`src/rtl/bfge_pkg.sv`:
```
// ----------------------------------------------------------------------------
// bfge_pkg: battery fuel gauge estimator shared definitions
// Field widths, register indexes, charge state codes and the fixed-point
// constants of the estimate.
// ----------------------------------------------------------------------------
package bfge_pkg;

    // Field widths
    localparam int K_ADC_W     = 8;
    localparam int K_MV_W      = 10;
    localparam int K_VOLT_W    = 16;
    localparam int K_RINT_W    = 10;
    localparam int K_DB_W      = 8;
    localparam int K_LIMIT_W   = 16;
    localparam int K_PCT_W     = 7;
    localparam int K_STATE_W   = 2;
    localparam int K_CUR_W     = 18;
    localparam int K_CFG_IDX_W = 3;
    localparam int K_CFG_DAT_W = 16;

    // Register indexes on the configuration port
    localparam logic [K_CFG_IDX_W-1:0] REG_RINT     = 3'd0;
    localparam logic [K_CFG_IDX_W-1:0] REG_DEADBAND = 3'd1;
    localparam logic [K_CFG_IDX_W-1:0] REG_SEED_MV  = 3'd2;
    localparam logic [K_CFG_IDX_W-1:0] REG_FULL_MV  = 3'd3;
    localparam logic [K_CFG_IDX_W-1:0] REG_CHGD_MV  = 3'd4;
    localparam logic [K_CFG_IDX_W-1:0] REG_DIS_LIM  = 3'd5;
    localparam logic [K_CFG_IDX_W-1:0] REG_CHGD_LIM = 3'd6;

    // Register reset values
    localparam logic [K_RINT_W-1:0]         RST_RINT     = 10'd256;
    localparam logic [K_DB_W-1:0]           RST_DEADBAND = 8'd25;
    localparam logic [K_VOLT_W-1:0]         RST_SEED_MV  = 16'd3800;
    localparam logic [K_VOLT_W-1:0]         RST_FULL_MV  = 16'd4025;
    localparam logic [K_VOLT_W-1:0]         RST_CHGD_MV  = 16'd4050;
    localparam logic signed [K_LIMIT_W-1:0] RST_DIS_LIM  = -16'sd60;
    localparam logic signed [K_LIMIT_W-1:0] RST_CHGD_LIM = -16'sd40;

    // Charge state codes
    typedef enum logic [K_STATE_W-1:0] {
        CS_DISCHARGING = 2'd0,
        CS_CHARGING    = 2'd1,
        CS_CHARGED     = 2'd2
    } t_charge;

    // Estimate constants
    localparam logic [11:0] K_MV_GAIN  = 12'd3000;  // mv = adc * 3000 / 1024
    localparam logic [9:0]  K_DIV_15   = 10'd15;
    localparam logic [9:0]  K_DIV_1000 = 10'd1000;
    localparam logic [18:0] K_PCT_BASE = 19'd1500;
    localparam logic [18:0] K_PCT_SAT  = 19'd1515;  // first numerator giving > 100

    function automatic logic [K_MV_W-1:0] to_mv(input logic [K_ADC_W-1:0] adc);
        logic [19:0] prod;
        prod = {12'b0, adc} * {8'b0, K_MV_GAIN};
        return prod[19:10];
    endfunction

endpackage

```
`src/rtl/bfge_in_if.sv`:
```
// ----------------------------------------------------------------------------
// bfge_in_if: sample channel
// Valid/ready channel carrying one pair of ADC samples and the seed flag.
// ----------------------------------------------------------------------------
interface bfge_in_if;
    import bfge_pkg::*;

    logic               valid;
    logic               ready;
    logic [K_ADC_W-1:0] sys_adc;
    logic [K_ADC_W-1:0] bat_adc;
    logic               seed;

    modport source (output valid, sys_adc, bat_adc, seed, input ready);
    modport sink   (input valid, sys_adc, bat_adc, seed, output ready);
endinterface

```
`src/rtl/bfge_out_if.sv`:
```
// ----------------------------------------------------------------------------
// bfge_out_if: estimate channel
// Valid/ready channel carrying one fuel gauge estimate.
// ----------------------------------------------------------------------------
interface bfge_out_if;
    import bfge_pkg::*;

    logic                      valid;
    logic                      ready;
    logic [K_PCT_W-1:0]        percent;
    logic [K_STATE_W-1:0]      charge_state;
    logic signed [K_CUR_W-1:0] current_ma;
    logic [K_VOLT_W-1:0]       indicator_mv;
    logic                      changed;

    modport source (output valid, percent, charge_state, current_ma, indicator_mv, changed,
                    input ready);
    modport sink   (input valid, percent, charge_state, current_ma, indicator_mv, changed,
                    output ready);
endinterface

```
`src/rtl/battery_fuel_gauge_estimator_core.sv`:
```
// ----------------------------------------------------------------------------
// battery_fuel_gauge_estimator_core: battery fuel gauge estimator
// Filters ADC samples, estimates current and compensated voltage, steps a
// slew-limited indicator and reports percent, charge state and change flag.
// ----------------------------------------------------------------------------
//  channel  dir  handshake      payload
//  i_in     in   valid/ready    sys_adc, bat_adc, seed
//  o_out    out  valid/ready    percent, charge_state, current_ma, indicator_mv, changed
//  i_cfg    in   i_cfg_we       i_cfg_idx, i_cfg_data
//
// One item at a time. A seed item loads the filters and indicator and goes
// straight to output. An estimate runs a bit-serial divide by 15, a shift-add
// multiply by the internal resistance, a bit-serial divide by 1000, an
// indicator step and, when percent is not clamped, a divide by 15.
// Reset is synchronous and clears state; config returns to its defaults.
// A stalled output holds the finished estimate; the next transfer on i_in is
// taken while it waits, and the sequencer parks before output if it still waits.
// ----------------------------------------------------------------------------
module battery_fuel_gauge_estimator_core (
    input  logic                                i_clk,
    input  logic                                i_rst_n,
    input  logic                                i_cfg_we,
    input  logic [bfge_pkg::K_CFG_IDX_W-1:0]    i_cfg_idx,
    input  logic [bfge_pkg::K_CFG_DAT_W-1:0]    i_cfg_data,
    bfge_in_if.sink                             i_in,
    bfge_out_if.source                          o_out
);
    import bfge_pkg::*;

    typedef enum logic [2:0] {
        S_IDLE,
        S_DIV_D,
        S_MUL,
        S_DIV_DROP,
        S_STEP,
        S_PCT,
        S_DIV_PCT,
        S_DONE
    } t_state;

    t_state r_state;

    // Configuration
    logic [K_RINT_W-1:0]         r_cfg_rint;
    logic [K_DB_W-1:0]           r_cfg_db;
    logic [K_VOLT_W-1:0]         r_cfg_seed;
    logic [K_VOLT_W-1:0]         r_cfg_full;
    logic [K_VOLT_W-1:0]         r_cfg_chgd;
    logic signed [K_LIMIT_W-1:0] r_cfg_dlim;
    logic signed [K_LIMIT_W-1:0] r_cfg_clim;

    // Estimator state
    logic [K_VOLT_W-1:0]  r_sys_acc;
    logic [K_VOLT_W-1:0]  r_bat_acc;
    logic [K_VOLT_W-1:0]  r_ind;
    logic [K_STATE_W-1:0] r_status;
    logic [K_PCT_W-1:0]   r_prev_pct;

    // Work registers
    logic                      r_seed;
    logic                      r_neg;
    logic [12:0]               r_dmag;
    logic signed [K_CUR_W-1:0] r_cur;
    logic [K_PCT_W-1:0]        r_pct;
    logic [26:0]               r_dq;      // dividend/quotient, also the product
    logic [9:0]                r_rem;
    logic [9:0]                r_divisor;
    logic [26:0]               r_mcand;
    logic [K_RINT_W-1:0]       r_mplier;
    logic [4:0]                r_cnt;

    // Output register
    logic                      r_out_valid;
    logic [K_PCT_W-1:0]        r_out_pct;
    logic [K_STATE_W-1:0]      r_out_state;
    logic signed [K_CUR_W-1:0] r_out_cur;
    logic [K_VOLT_W-1:0]       r_out_ind;
    logic                      r_out_chg;

    // Sample filters
    logic [K_MV_W-1:0]   w_sys_mv;
    logic [K_MV_W-1:0]   w_bat_mv;
    logic [K_VOLT_W-1:0] w_sys_next;
    logic [K_VOLT_W-1:0] w_bat_next;
    logic [16:0]         w_diff;
    logic [16:0]         w_mag;
    logic [15:0]         w_dend;

    always_comb begin
        w_sys_mv   = to_mv(i_in.sys_adc);
        w_bat_mv   = to_mv(i_in.bat_adc);
        w_sys_next = r_sys_acc - (r_sys_acc >> 3) + {6'b0, w_sys_mv};
        w_bat_next = r_bat_acc - (r_bat_acc >> 3) + {6'b0, w_bat_mv};
        w_diff     = {1'b0, w_bat_next} - {1'b0, w_sys_next};
        w_mag      = w_diff[16] ? 17'(-w_diff) : w_diff;
        // truncate toward zero on the magnitude, then scale by 16 for the /15
        w_dend     = {w_mag[15:4], 4'b0};
    end

    // Shared restoring divider step: one quotient bit per cycle
    logic [10:0] w_div_sh;
    logic        w_div_ge;
    logic [9:0]  w_div_rem;
    logic [26:0] w_div_dq;

    always_comb begin
        w_div_sh  = {r_rem, r_dq[26]};
        w_div_ge  = w_div_sh >= {1'b0, r_divisor};
        w_div_rem = w_div_ge ? 10'(w_div_sh - {1'b0, r_divisor}) : w_div_sh[9:0];
        w_div_dq  = {r_dq[25:0], w_div_ge};
    end

    // Shift-add multiply step
    logic [26:0] w_mul_sum;
    assign w_mul_sum = r_dq + (r_mplier[0] ? r_mcand : 27'd0);

    // Current from the corrected difference
    logic [16:0]               w_cur_mag;
    logic signed [K_CUR_W-1:0] w_cur;
    always_comb begin
        w_cur_mag = {w_div_dq[12:0], 4'b0} + {2'b0, w_div_dq[12:0], 2'b0};
        w_cur     = r_neg ? -$signed({1'b0, w_cur_mag}) : $signed({1'b0, w_cur_mag});
    end

    // Compensated voltage and indicator step
    logic [K_VOLT_W-1:0] w_dmag16;
    logic [K_VOLT_W-1:0] w_comp;
    logic [16:0]         w_hi;
    logic [16:0]         w_lo;
    logic [K_VOLT_W-1:0] w_ind_next;

    always_comb begin
        w_dmag16 = {3'b0, r_dmag};
        // drop has the sign of the current, which has the sign of d
        w_comp   = r_neg ? (r_sys_acc + w_dmag16 + r_dq[15:0])
                         : (r_sys_acc - w_dmag16 - r_dq[15:0]);
        w_hi     = {1'b0, r_ind} + {9'b0, r_cfg_db};
        w_lo     = {1'b0, w_comp} + {9'b0, r_cfg_db};
        if ({1'b0, w_comp} > w_hi) begin
            w_ind_next = r_ind + 16'd1;
        end else if (w_lo < {1'b0, r_ind}) begin
            w_ind_next = r_ind - 16'd1;
        end else begin
            w_ind_next = r_ind;
        end
    end

    // Percent numerator: 1500 - 2 * (full - ind)
    logic [18:0] w_num;
    assign w_num = K_PCT_BASE + {2'b0, r_ind, 1'b0} - {2'b0, r_cfg_full, 1'b0};

    // Charge state update
    logic [K_STATE_W-1:0] w_status;
    logic                 w_changed;
    always_comb begin
        w_status = r_status;
        if (r_cur < K_CUR_W'(r_cfg_dlim)) begin
            w_status = CS_DISCHARGING;
        end
        if (r_cur >= 0) begin
            w_status = CS_CHARGING;
        end
        if (r_ind > r_cfg_chgd && r_cur > K_CUR_W'(r_cfg_clim)) begin
            w_status = CS_CHARGED;
        end
        w_changed = (w_status != r_status) || (r_pct != r_prev_pct);
    end

    assign i_in.ready         = (r_state == S_IDLE);
    assign o_out.valid        = r_out_valid;
    assign o_out.percent      = r_out_pct;
    assign o_out.charge_state = r_out_state;
    assign o_out.current_ma   = r_out_cur;
    assign o_out.indicator_mv = r_out_ind;
    assign o_out.changed      = r_out_chg;

    always_ff @(posedge i_clk) begin
        if (!i_rst_n) begin
            r_state     <= S_IDLE;
            r_cfg_rint  <= RST_RINT;
            r_cfg_db    <= RST_DEADBAND;
            r_cfg_seed  <= RST_SEED_MV;
            r_cfg_full  <= RST_FULL_MV;
            r_cfg_chgd  <= RST_CHGD_MV;
            r_cfg_dlim  <= RST_DIS_LIM;
            r_cfg_clim  <= RST_CHGD_LIM;
            r_sys_acc   <= '0;
            r_bat_acc   <= '0;
            r_ind       <= '0;
            r_status    <= CS_DISCHARGING;
            r_prev_pct  <= '0;
            r_out_valid <= 1'b0;
            r_cnt       <= '0;
        end else begin
            if (i_cfg_we) begin
                unique case (i_cfg_idx)
                    REG_RINT:     r_cfg_rint <= i_cfg_data[K_RINT_W-1:0];
                    REG_DEADBAND: r_cfg_db   <= i_cfg_data[K_DB_W-1:0];
                    REG_SEED_MV:  r_cfg_seed <= i_cfg_data;
                    REG_FULL_MV:  r_cfg_full <= i_cfg_data;
                    REG_CHGD_MV:  r_cfg_chgd <= i_cfg_data;
                    REG_DIS_LIM:  r_cfg_dlim <= $signed(i_cfg_data);
                    REG_CHGD_LIM: r_cfg_clim <= $signed(i_cfg_data);
                    default: ;
                endcase
            end

            // S_DONE reloads the output register itself
            if (r_out_valid && o_out.ready && r_state != S_DONE) begin
                r_out_valid <= 1'b0;
            end

            unique case (r_state)
                S_IDLE: begin
                    if (i_in.valid) begin
                        r_seed <= i_in.seed;
                        if (i_in.seed) begin
                            r_sys_acc <= {4'b0, i_in.sys_adc, 4'b0};
                            r_bat_acc <= {4'b0, i_in.sys_adc, 4'b0};
                            r_ind     <= r_cfg_seed;
                            r_pct     <= r_prev_pct;
                            r_cur     <= '0;
                            r_state   <= S_DONE;
                        end else begin
                            r_sys_acc <= w_sys_next;
                            r_bat_acc <= w_bat_next;
                            r_neg     <= w_diff[16];
                            r_dq      <= {w_dend, 11'b0};
                            r_rem     <= '0;
                            r_divisor <= K_DIV_15;
                            r_cnt     <= 5'd16;
                            r_state   <= S_DIV_D;
                        end
                    end
                end
                S_DIV_D: begin
                    r_rem <= w_div_rem;
                    if (r_cnt == 5'd1) begin
                        r_dmag   <= w_div_dq[12:0];
                        r_cur    <= w_cur;
                        r_mcand  <= {10'b0, w_cur_mag};
                        r_mplier <= r_cfg_rint;
                        r_dq     <= '0;
                        r_cnt    <= 5'(K_RINT_W);
                        r_state  <= S_MUL;
                    end else begin
                        r_dq  <= w_div_dq;
                        r_cnt <= r_cnt - 5'd1;
                    end
                end
                S_MUL: begin
                    r_dq     <= w_mul_sum;
                    r_mcand  <= r_mcand << 1;
                    r_mplier <= r_mplier >> 1;
                    if (r_cnt == 5'd1) begin
                        r_rem     <= '0;
                        r_divisor <= K_DIV_1000;
                        r_cnt     <= 5'd27;
                        r_state   <= S_DIV_DROP;
                    end else begin
                        r_cnt <= r_cnt - 5'd1;
                    end
                end
                S_DIV_DROP: begin
                    r_dq  <= w_div_dq;
                    r_rem <= w_div_rem;
                    r_cnt <= r_cnt - 5'd1;
                    if (r_cnt == 5'd1) begin
                        r_state <= S_STEP;
                    end
                end
                S_STEP: begin
                    r_ind   <= w_ind_next;
                    r_state <= S_PCT;
                end
                S_PCT: begin
                    if (w_num[18]) begin
                        r_pct   <= '0;
                        r_state <= S_DONE;
                    end else if (w_num >= K_PCT_SAT) begin
                        r_pct   <= 7'd100;
                        r_state <= S_DONE;
                    end else begin
                        r_dq      <= {w_num[10:0], 16'b0};
                        r_rem     <= '0;
                        r_divisor <= K_DIV_15;
                        r_cnt     <= 5'd11;
                        r_state   <= S_DIV_PCT;
                    end
                end
                S_DIV_PCT: begin
                    r_dq  <= w_div_dq;
                    r_rem <= w_div_rem;
                    r_cnt <= r_cnt - 5'd1;
                    if (r_cnt == 5'd1) begin
                        r_pct   <= w_div_dq[K_PCT_W-1:0];
                        r_state <= S_DONE;
                    end
                end
                S_DONE: begin
                    if (!r_out_valid || o_out.ready) begin
                        r_out_valid <= 1'b1;
                        r_out_pct   <= r_pct;
                        r_out_cur   <= r_cur;
                        r_out_ind   <= r_ind;
                        if (r_seed) begin
                            r_out_state <= r_status;
                            r_out_chg   <= 1'b0;
                        end else begin
                            r_out_state <= w_status;
                            r_out_chg   <= w_changed;
                            r_status    <= w_status;
                            r_prev_pct  <= r_pct;
                        end
                        r_state <= S_IDLE;
                    end
                end
                default: r_state <= S_IDLE;
            endcase
        end
    end

endmodule

```
`src/flat_wrapper.sv`:
```
// flat-port wrapper written by rule: the top's interface ports become plain ports
module battery_fuel_gauge_estimator_core_flat import bfge_pkg::*;
  (i_clk, i_rst_n, i_cfg_we, i_cfg_idx, i_cfg_data, i_in_valid, i_in_sys_adc, i_in_bat_adc, i_in_seed, i_in_ready, o_out_valid, o_out_percent, o_out_charge_state, o_out_current_ma, o_out_indicator_mv, o_out_changed, o_out_ready);
  bfge_in_if i_in_i ();
  bfge_out_if o_out_i ();
  input  logic i_clk;
  input  logic i_rst_n;
  input  logic i_cfg_we;
  input  logic [bfge_pkg::K_CFG_IDX_W-1:0] i_cfg_idx;
  input  logic [bfge_pkg::K_CFG_DAT_W-1:0] i_cfg_data;
  input wire logic [$bits(i_in_i.valid)-1:0] i_in_valid;
  input wire logic [$bits(i_in_i.sys_adc)-1:0] i_in_sys_adc;
  input wire logic [$bits(i_in_i.bat_adc)-1:0] i_in_bat_adc;
  input wire logic [$bits(i_in_i.seed)-1:0] i_in_seed;
  output wire logic [$bits(i_in_i.ready)-1:0] i_in_ready;
  output wire logic [$bits(o_out_i.valid)-1:0] o_out_valid;
  output wire logic [$bits(o_out_i.percent)-1:0] o_out_percent;
  output wire logic [$bits(o_out_i.charge_state)-1:0] o_out_charge_state;
  output wire logic [$bits(o_out_i.current_ma)-1:0] o_out_current_ma;
  output wire logic [$bits(o_out_i.indicator_mv)-1:0] o_out_indicator_mv;
  output wire logic [$bits(o_out_i.changed)-1:0] o_out_changed;
  input wire logic [$bits(o_out_i.ready)-1:0] o_out_ready;
  assign i_in_i.valid = i_in_valid;
  assign i_in_i.sys_adc = i_in_sys_adc;
  assign i_in_i.bat_adc = i_in_bat_adc;
  assign i_in_i.seed = i_in_seed;
  assign i_in_ready = i_in_i.ready;
  assign o_out_valid = o_out_i.valid;
  assign o_out_percent = o_out_i.percent;
  assign o_out_charge_state = o_out_i.charge_state;
  assign o_out_current_ma = o_out_i.current_ma;
  assign o_out_indicator_mv = o_out_i.indicator_mv;
  assign o_out_changed = o_out_i.changed;
  assign o_out_i.ready = o_out_ready;
  battery_fuel_gauge_estimator_core u_core (.i_clk(i_clk), .i_rst_n(i_rst_n), .i_cfg_we(i_cfg_we), .i_cfg_idx(i_cfg_idx), .i_cfg_data(i_cfg_data), .i_in(i_in_i), .o_out(o_out_i));
endmodule
```
`config.mk`:
```
export PLATFORM = sky130hd
export DESIGN_NAME = battery_fuel_gauge_estimator_core_flat
export DESIGN_NICKNAME = d
export VERILOG_FILES = /design/src/rtl/bfge_pkg.sv /design/src/rtl/bfge_in_if.sv /design/src/rtl/bfge_out_if.sv /design/src/rtl/battery_fuel_gauge_estimator_core.sv /design/src/flat_wrapper.sv
export SDC_FILE = /design/constraint.sdc
export NUM_CORES = 1
export LEC_CHECK = 0
export ABC_AREA = 1
export BUFFER_PORTS_ARGS = -buffer_cell sky130_fd_sc_hd__buf_2
export CAP_MARGIN = 20
export CORE_MARGIN = 2
export CORE_UTILIZATION = 55
export DETAILED_ROUTE_END_ITERATION = 12
export PLACE_DENSITY = 0.76
export SETUP_SLACK_MARGIN = 0.5
export SYNTH_ARGS = -nofsm -noshare
export SYNTH_HDL_FRONTEND = slang
export SYNTH_SLANG_ARGS = --single-unit
export TNS_END_PERCENT = 5
```
`constraint.sdc`:
```
create_clock -name i_clk -period 12 [get_ports i_clk]
set_clock_uncertainty 0.1 [all_clocks]
set_input_delay 3.6 -clock i_clk [delete_from_list [all_inputs] [get_ports i_clk]]
set_output_delay 3.6 -clock i_clk [all_outputs]
set_load 0.02 [all_outputs]
```
==> summary.md, run 1 <==
| Metric | Value |
|---|---|
| Fraction of the mapped netlist area in simple logic gates | `22.1%` |
| Largest area contributor in the netlist | `edfxtp_1` |
| Syn-to-layout area delta | `8.65%` |
| Post-route ant nets | `0` |
| Die ar. | `0.0527 mm^2` |
| Synth Cell Area | `0.0280 mm^2` |
| Mux contribution to synthesized area | `0.0716%` |
| Final Setup Violations | `0` |
| Via density | `5.52` |
| Setup crit start kind | `primary input` |
| # IOs | `87` |
| Post-synth EDFFs | `154` |
| Crit end category | `register` |
| Starting density of the core | `55.7%` |
| Worst Hold Launch | `u_core.r_cfg_chgd[5]` |
| Setup TNS | `0 ns` |
| Vias in the first global route | `23325` |
| CTS Root Cell | `clkbuf_16` |
| Vias | `24588` |
| Critical Path Most Common Cell | `nand2_1` |
| Top cells by area, synth | `edfxtp_1 (17%), ha_1 (15%), dfxtp_1 (12%)` |
| Setup ws final | `1.27 ns` |
| Antenna diodes | `0` |
| Drt total wl | `74500 um` |
| Htree depth | `2` |
| Worst slack at placement | `0.566 ns` |
| IO Port Bufs | `84` |
| Final Cycle Share | `89.4%` |
| Die width | `229 um` |
| Post-Synth XOR/XNOR Area | `4.00%` |
| RSZ-0062 raised after global routing | `false` |
| CTS Buf Count | `39` |
| Clk buf depth | `3` |
| Reg2Reg Depth | `34` |
| Synth cell types | `66` |
| Final #Nets | `4234` |
| Post-CTS Hold Buffers | `0` |
| Critical path arrival | `10.95 ns` |
| # DRC | `0` |
| Average size of a mapped cell | `7.61 um^2` |
| Standard-cell rows | `82` |
| Hold depth | `2` |
| GPL Wtd Cong | `0.974` |
| Post-Synthesis Cells | `3675` |
| Remaining Overflow, GRT | `0` |
| Chip height | `229 um` |
| Outcome | `finished clean` |
| Worst R2R Start | `u_core.r_sys_acc[1]` |
| Tmin final | `10.73 ns` |
| PostCTS Resize Cnt | `0` |
| Initial antenna violation count | `0` |
| Worst-margin pin slew | `1.05 ns` |
| Layout cells sized above 1 | `7.64%` |
| Ys flop type | `dfxtp_1` |
| Synth Area in Compound Gates | `13.9%` |
| Sequential area share after synthesis | `28.3%` |
| Max-Slew Margin vs Limit | `29.7%` |
| MaxCap Viol Count | `0` |
| Area of the core | `0.0502 mm^2` |
| Largest fanout on the critical path | `6` |
| Hold EP | `u_core.r_cfg_chgd[5]` |
| Yosys warnings | `0` |
| CP max stage delay | `0.54 ns` |
| Largest family of logic cells by synthesized area | `adder cells` |
| HP Class | `register to register` |
| Drt wl/cell | `16.7 um` |
| Reg2Reg Setup Slack | `4.83 ns` |
| Largest net degree at the start of global routing | `102` |
| Reg2reg end | `u_core.r_ind[13]` |
| Detailed Routing Iterations Pass 1 | `6` |
| Gr usage total | `28.1%` |
| Hold Vio Cnt, Final | `0` |
| DRT iter0 DRCs | `1961` |
| Placed wire-length estimate | `58200 um` |
| Setup Crit Path Kind | `primary input to register` |
| Clk sinks | `318` |
| Post-synth top area share | `16.5%` |
| Yosys reg bits | `318` |
| CP required | `12.22 ns` |
| CTS tree | `built` |
| Clk_lat worst skew | `0.57 ns` |
| Adder-Cell Fraction of Synth Area | `22.4%` |
| Global-route wire length before repair | `119000 um` |
| Async SR Flop Fraction | `0%` |
| Max Clk Rate | `0.0932 GHz` |
| Slowest CP cell | `fa_1` |
| Final number of max-transition violations | `0` |
| Clock transition at path regs | `0.06 ns` |
## metrics by stage
stage	area [um^2]	hold slack, ns	cells	utilization (%)
detailed placement	29100	0.348	4382	58.0
global placement	29100	0.343	4382	58.0
floorplan	28000	0.329	3676	-
CTS	30300	0.361	4451	60.5
global route	30400	0.375	4455	60.6
finish	30400	0.359	4455	60.6
## final cells by class
class                      instances  area (um^2)
inverter                         614         2300
clock buffer                      55         1080
multi-input combinational       2674        17500
fill                            4488        19800
sequential                       318         7910
timing repair buffer             108          616
clock inverter                    14          156
tap                              672          841
## Yosys cell counts, drive strengths merged, types with 3 or more instances
master and number:
clkbuf 54, nor2 285, o21ai 226, buf 16
ha 335, fa 103, clkinv 6, inv 608
o21bai 17, nor4 6, o22ai 11, nand2 815
nand3b 16, a21oi 296, a21o 5, dfxtp 164
nand4 46, a221oi 20, o211ai 51, a211oi 6
o32ai 3, o31ai 3, nor3 50, xnor2 44
o21a 12, a31oi 11, edfxtp 154, or2 18
xor2 83, nand3 193
## how the worst max path moves through the flow
| stage | from | end | depth (start not counted) |
|---|---|---|---|
| final | i_in_sys_adc[5] | u_core.r_dq[26] | 42 |
| after global routing | i_in_sys_adc[5] | u_core.r_dq[26] | 42 |
| after CTS | i_in_bat_adc[5] | u_core.r_dq[17] | 42 |
| after detailed placement | i_in_bat_adc[5] | u_core.r_dq[17] | 42 |
| after global placement | i_in_bat_adc[5] | u_core.r_dq[24] | 43 |
| after floorplan | i_in_sys_adc[5] | u_core.r_dq[26] | 41 |
## layout by cell type, fill, tap and decap left out, types with 10 or more instances in the layout
cell	Yosys	routed
o21a_1	12	12
ha_1	335	335
o21ai_0	212	212
o22ai_1	11	10
nand2_1	777	777
nand3_1	178	178
o21ai_1	10	10
xor2_1	82	82
fa_1	103	103
a21oi_2	19	19
dfxtp_1	164	164
clkbuf_16	0	40
nand4_1	46	46
nand3_2	14	14
a31oi_1	10	10
nand3b_1	16	16
nor2_1	272	269
nor3_1	49	48
o211ai_1	50	50
xnor2_1	44	44
nor2_2	9	11
edfxtp_1	154	154
buf_4	3	24
a21oi_1	277	277
buf_2	6	83
inv_1	602	601
or2_2	17	17
nand2_2	36	36
a221oi_1	20	20
clkbuf_1	54	13
o21bai_1	16	16
## sequential cells by signal, indices dropped and copies added, names as in the netlist, 3 cells and up
name / count
u_core.r_dq: 27
u_core.r_mcand: 25
u_core.o_out.current_ma: 16
u_core.o_out.indicator_mv: 16
u_core.r_bat_acc: 16
u_core.r_cfg_chgd: 16
u_core.r_cfg_clim: 16
u_core.r_cfg_dlim: 16
u_core.r_cfg_full: 16
u_core.r_cfg_seed: 16
u_core.r_cur: 16
u_core.r_ind: 16
u_core.r_sys_acc: 16
u_core.r_dmag: 13
u_core.r_cfg_rint: 10
u_core.r_mplier: 10
u_core.r_rem: 10
u_core.r_cfg_db: 8
u_core.o_out.percent: 7
u_core.r_pct: 7
u_core.r_prev_pct: 7
u_core.r_cnt: 5
u_core.r_state: 3
## metal layers
metal | wire (um) | up-vias | GRT usage [%] | part of all wire [%]
li1 | - | 12299 | - | -
met3 | 4250 | 144 | 2.74 | 5.7
met2 | 34900 | 695 | 48.1 | 47
met1 | 32800 | 11450 | 37.0 | 44
met4 | 2510 | 0 | 9.74 | 3.4
met5 | 0 | - | 0 | 0
## logic make-up (layout without fill, tap and decap cells)
family                     after synthesis  count (layout)
other                                    1               2
xor gates and xnor gates               127             127
adders and majority gates              438             438
DFF                                    318             318
buffers and inverters                  684             791
AOI/OAI and AO/OA                      673             673
and+or+nand+nor                       1432            1432
muxes                                    2               2
## repair_timing
item | 4_1_cts | 5_1_grt
endpoints found under the hold margin | 0 | 0
buffers inserted | 0 | 2
endpoints found under the setup margin | 0 | 2
## worst max-delay path, delay by kind of cell
kind | cells | cell delay (ns)
and+or+nand+nor | 22 | 2.40
xor gates and xnor gates | 1 | 0.15
buffers and inverters | 6 | 0.44
adders and majority gates | 8 | 3.53
AOI/OAI and AO/OA | 5 | 0.85
Power of run 1 is not shown: default switching activity piles up to over one toggle a cycle in this logic, so the estimate is an artifact.
==> run 2, diff against run 1 <==
==> constraint.sdc (replaced) <==
create_clock -name i_clk -period 11.15 [get_ports i_clk]
set_clock_uncertainty 0.1 [all_clocks]
set_input_delay 3.345 -clock i_clk [delete_from_list [all_inputs] [get_ports i_clk]]
set_output_delay 3.345 -clock i_clk [all_outputs]
set_load 0.02 [all_outputs]
==> run 2 against run 1 <==
Via count up 0.96%. Critical path depth decreased by 2. Die area stayed put. Global-route usage grew 0.10 points. Critical path type unchanged. Critical endpoint unchanged. Highest routed layer unchanged.
==> summary.md, run 2 (synthesis gave the netlist of run 1 again) <==
| Metric | Value |
|---|---|
| Htree depth | `2` |
| Placed Instance Area | `0.0291 mm^2` |
| Largest net degree at the start of global routing | `102` |
| Vias | `24824` |
| Layout cells sized above 1 | `8.82%` |
| MaxCap Viol Count | `0` |
| Syn-to-layout area delta | `9.67%` |
| Setup crit start kind | `primary input` |
| Critical Path Most Common Cell | `nand2_1` |
| Tmin final | `10.32 ns` |
| Delay-heaviest family, CP | `adder cells` |
| CTS Buf Count | `38` |
| Final number of max-transition violations | `0` |
| Largest fanout on the critical path | `5` |
| Area of the core | `0.0502 mm^2` |
| Chip height | `229 um` |
| Most frequent cells in the layout | `nand2_1 (769), inv_1 (598), ha_1 (326)` |
| Final Cell Area | `0.0307 mm^2` |
| Remaining Overflow, GRT | `0` |
| Clk sinks | `318` |
| CP max stage delay | `0.56 ns` |
| Largest register FFs | `27` |
| Placed wire-length estimate | `58400 um` |
| Initial antenna violation count | `0` |
| Most common cell after layout, fill and taps aside | `nand2_1` |
| RSZ-0062 raised after global routing | `true` |
| Die width | `229 um` |
| Setup Crit Path Kind | `primary input to register` |
| Worst-margin pin slew | `1.10 ns` |
| Drt total wl | `75100 um` |
| Slowest CP cell | `fa_1` |
| Via density | `5.57` |
| Crit end category | `register` |
| CTS tree | `built` |
| HP Class | `register to register` |
| Max Clk Rate | `0.0969 GHz` |
| Worst R2R Start | `u_core.r_sys_acc[1]` |
| Largest Register | `u_core.r_dq` |
| Global-route wire length before repair | `120000 um` |
| CTS Root Cell | `clkbuf_16` |
| Detailed Routing Iterations Pass 1 | `7` |
| Final Setup Violations | `0` |
| Final Cycle Share | `92.5%` |
| Post-route ant nets | `0` |
| Clk_lat worst skew | `0.56 ns` |
| Hold Vio Cnt, Final | `0` |
| Clock transition at path regs | `0.06 ns` |
| Top Registers | `u_core.r_dq (27), u_core.r_mcand (25)` |
| GPL Wtd Cong | `0.961` |
| # IOs | `87` |
| Drt wl/cell | `16.8 um` |
| CP bufs+invs | `5` |
| # DRC | `0` |
| Outcome | `finished clean` |
| Starting density of the core | `55.7%` |
| Final #Nets | `4237` |
| Vias in the first global route | `23387` |
| Worst Setup SP | `i_in_sys_adc[5]` |
| Gr usage total | `28.2%` |
| Die ar. | `0.0527 mm^2` |
| Standard-cell rows | `82` |
| Antenna diodes | `0` |
| CP required | `11.37 ns` |
| IO Port Bufs | `84` |
| DRT iter0 DRCs | `1903` |
| Worst Hold Launch | `u_core.r_cfg_chgd[12]` |
| Max-Slew Margin vs Limit | `26.7%` |
| Clk buf depth | `3` |
| Critical path arrival | `10.53 ns` |
## run 2: cell types whose count changed in the layout (fill, tap and decap cells not counted), moves of 6 or more
| cell | delta |
|---|---|
| ha_1 | -9 |
| ha_4 | +7 |
| nand2_1 | -8 |
| nand2_2 | +8 |
| a21oi_2 | +6 |
| a21oi_1 | -6 |
## run 2: worst paths after layout
kind	endpoint	slack (ns)	cells after the start
hold / removal	u_core.r_cfg_chgd[12]	0.36	2
setup / recovery	u_core.r_dq[26]	0.83	40
setup reg to reg	u_core.r_ind[13]	3.93	34
hold reg to reg	u_core.r_cfg_chgd[12]	0.36	2
## run 2: layout make-up
type	instances	area (um^2)
Tap cell	672	841
Multi-Input combinational cell	2674	17700
Clock inverter	20	251
Timing Repair Buffer	112	649
Inverter	614	2300
Sequential cell	318	7910
Fill cell	4486	19500
Clock buffer	50	1040
## run 2: timing repair
action / CTS / global route
resized for setup: 0 / 43
buffers inserted: 0 / 6
hold buffers: 0 / 0
endpoints found under the setup margin: 0 / 13
## run 2: metal layers
metal	wire length [um]	track usage [%]
met2	34900	47.2
met1	32000	36.7
met5	0	0
met4	3160	11.1
met3	5040	4.08
## run 2: per-stage QoR
| step | setup slack (ns) | utilization, % | TNS, ns | hold slack [ns] | cells |
|---|---|---|---|---|---|
| after floorplan | 0.757 | - | 0 | 0.329 | 3676 |
| after global placement | 0.138 | 58.0 | 0 | 0.340 | 4383 |
| after detailed placement | -0.0725 | 58.0 | -0.416 | 0.348 | 4383 |
| after CTS | 0.511 | 60.6 | 0 | 0.361 | 4453 |
| after global routing | 0.463 | 61.1 | 0 | 0.371 | 4460 |
| final | 0.832 | 61.1 | 0 | 0.357 | 4460 |
## run 2: worst min-delay path, delay by kind of cell, from the launching register on
family          cells  cell delay (ns)
compound gates      1             0.05
flops               1             0.30
buf+inv             1             0.06
Power of run 2 is left out for the same reason.
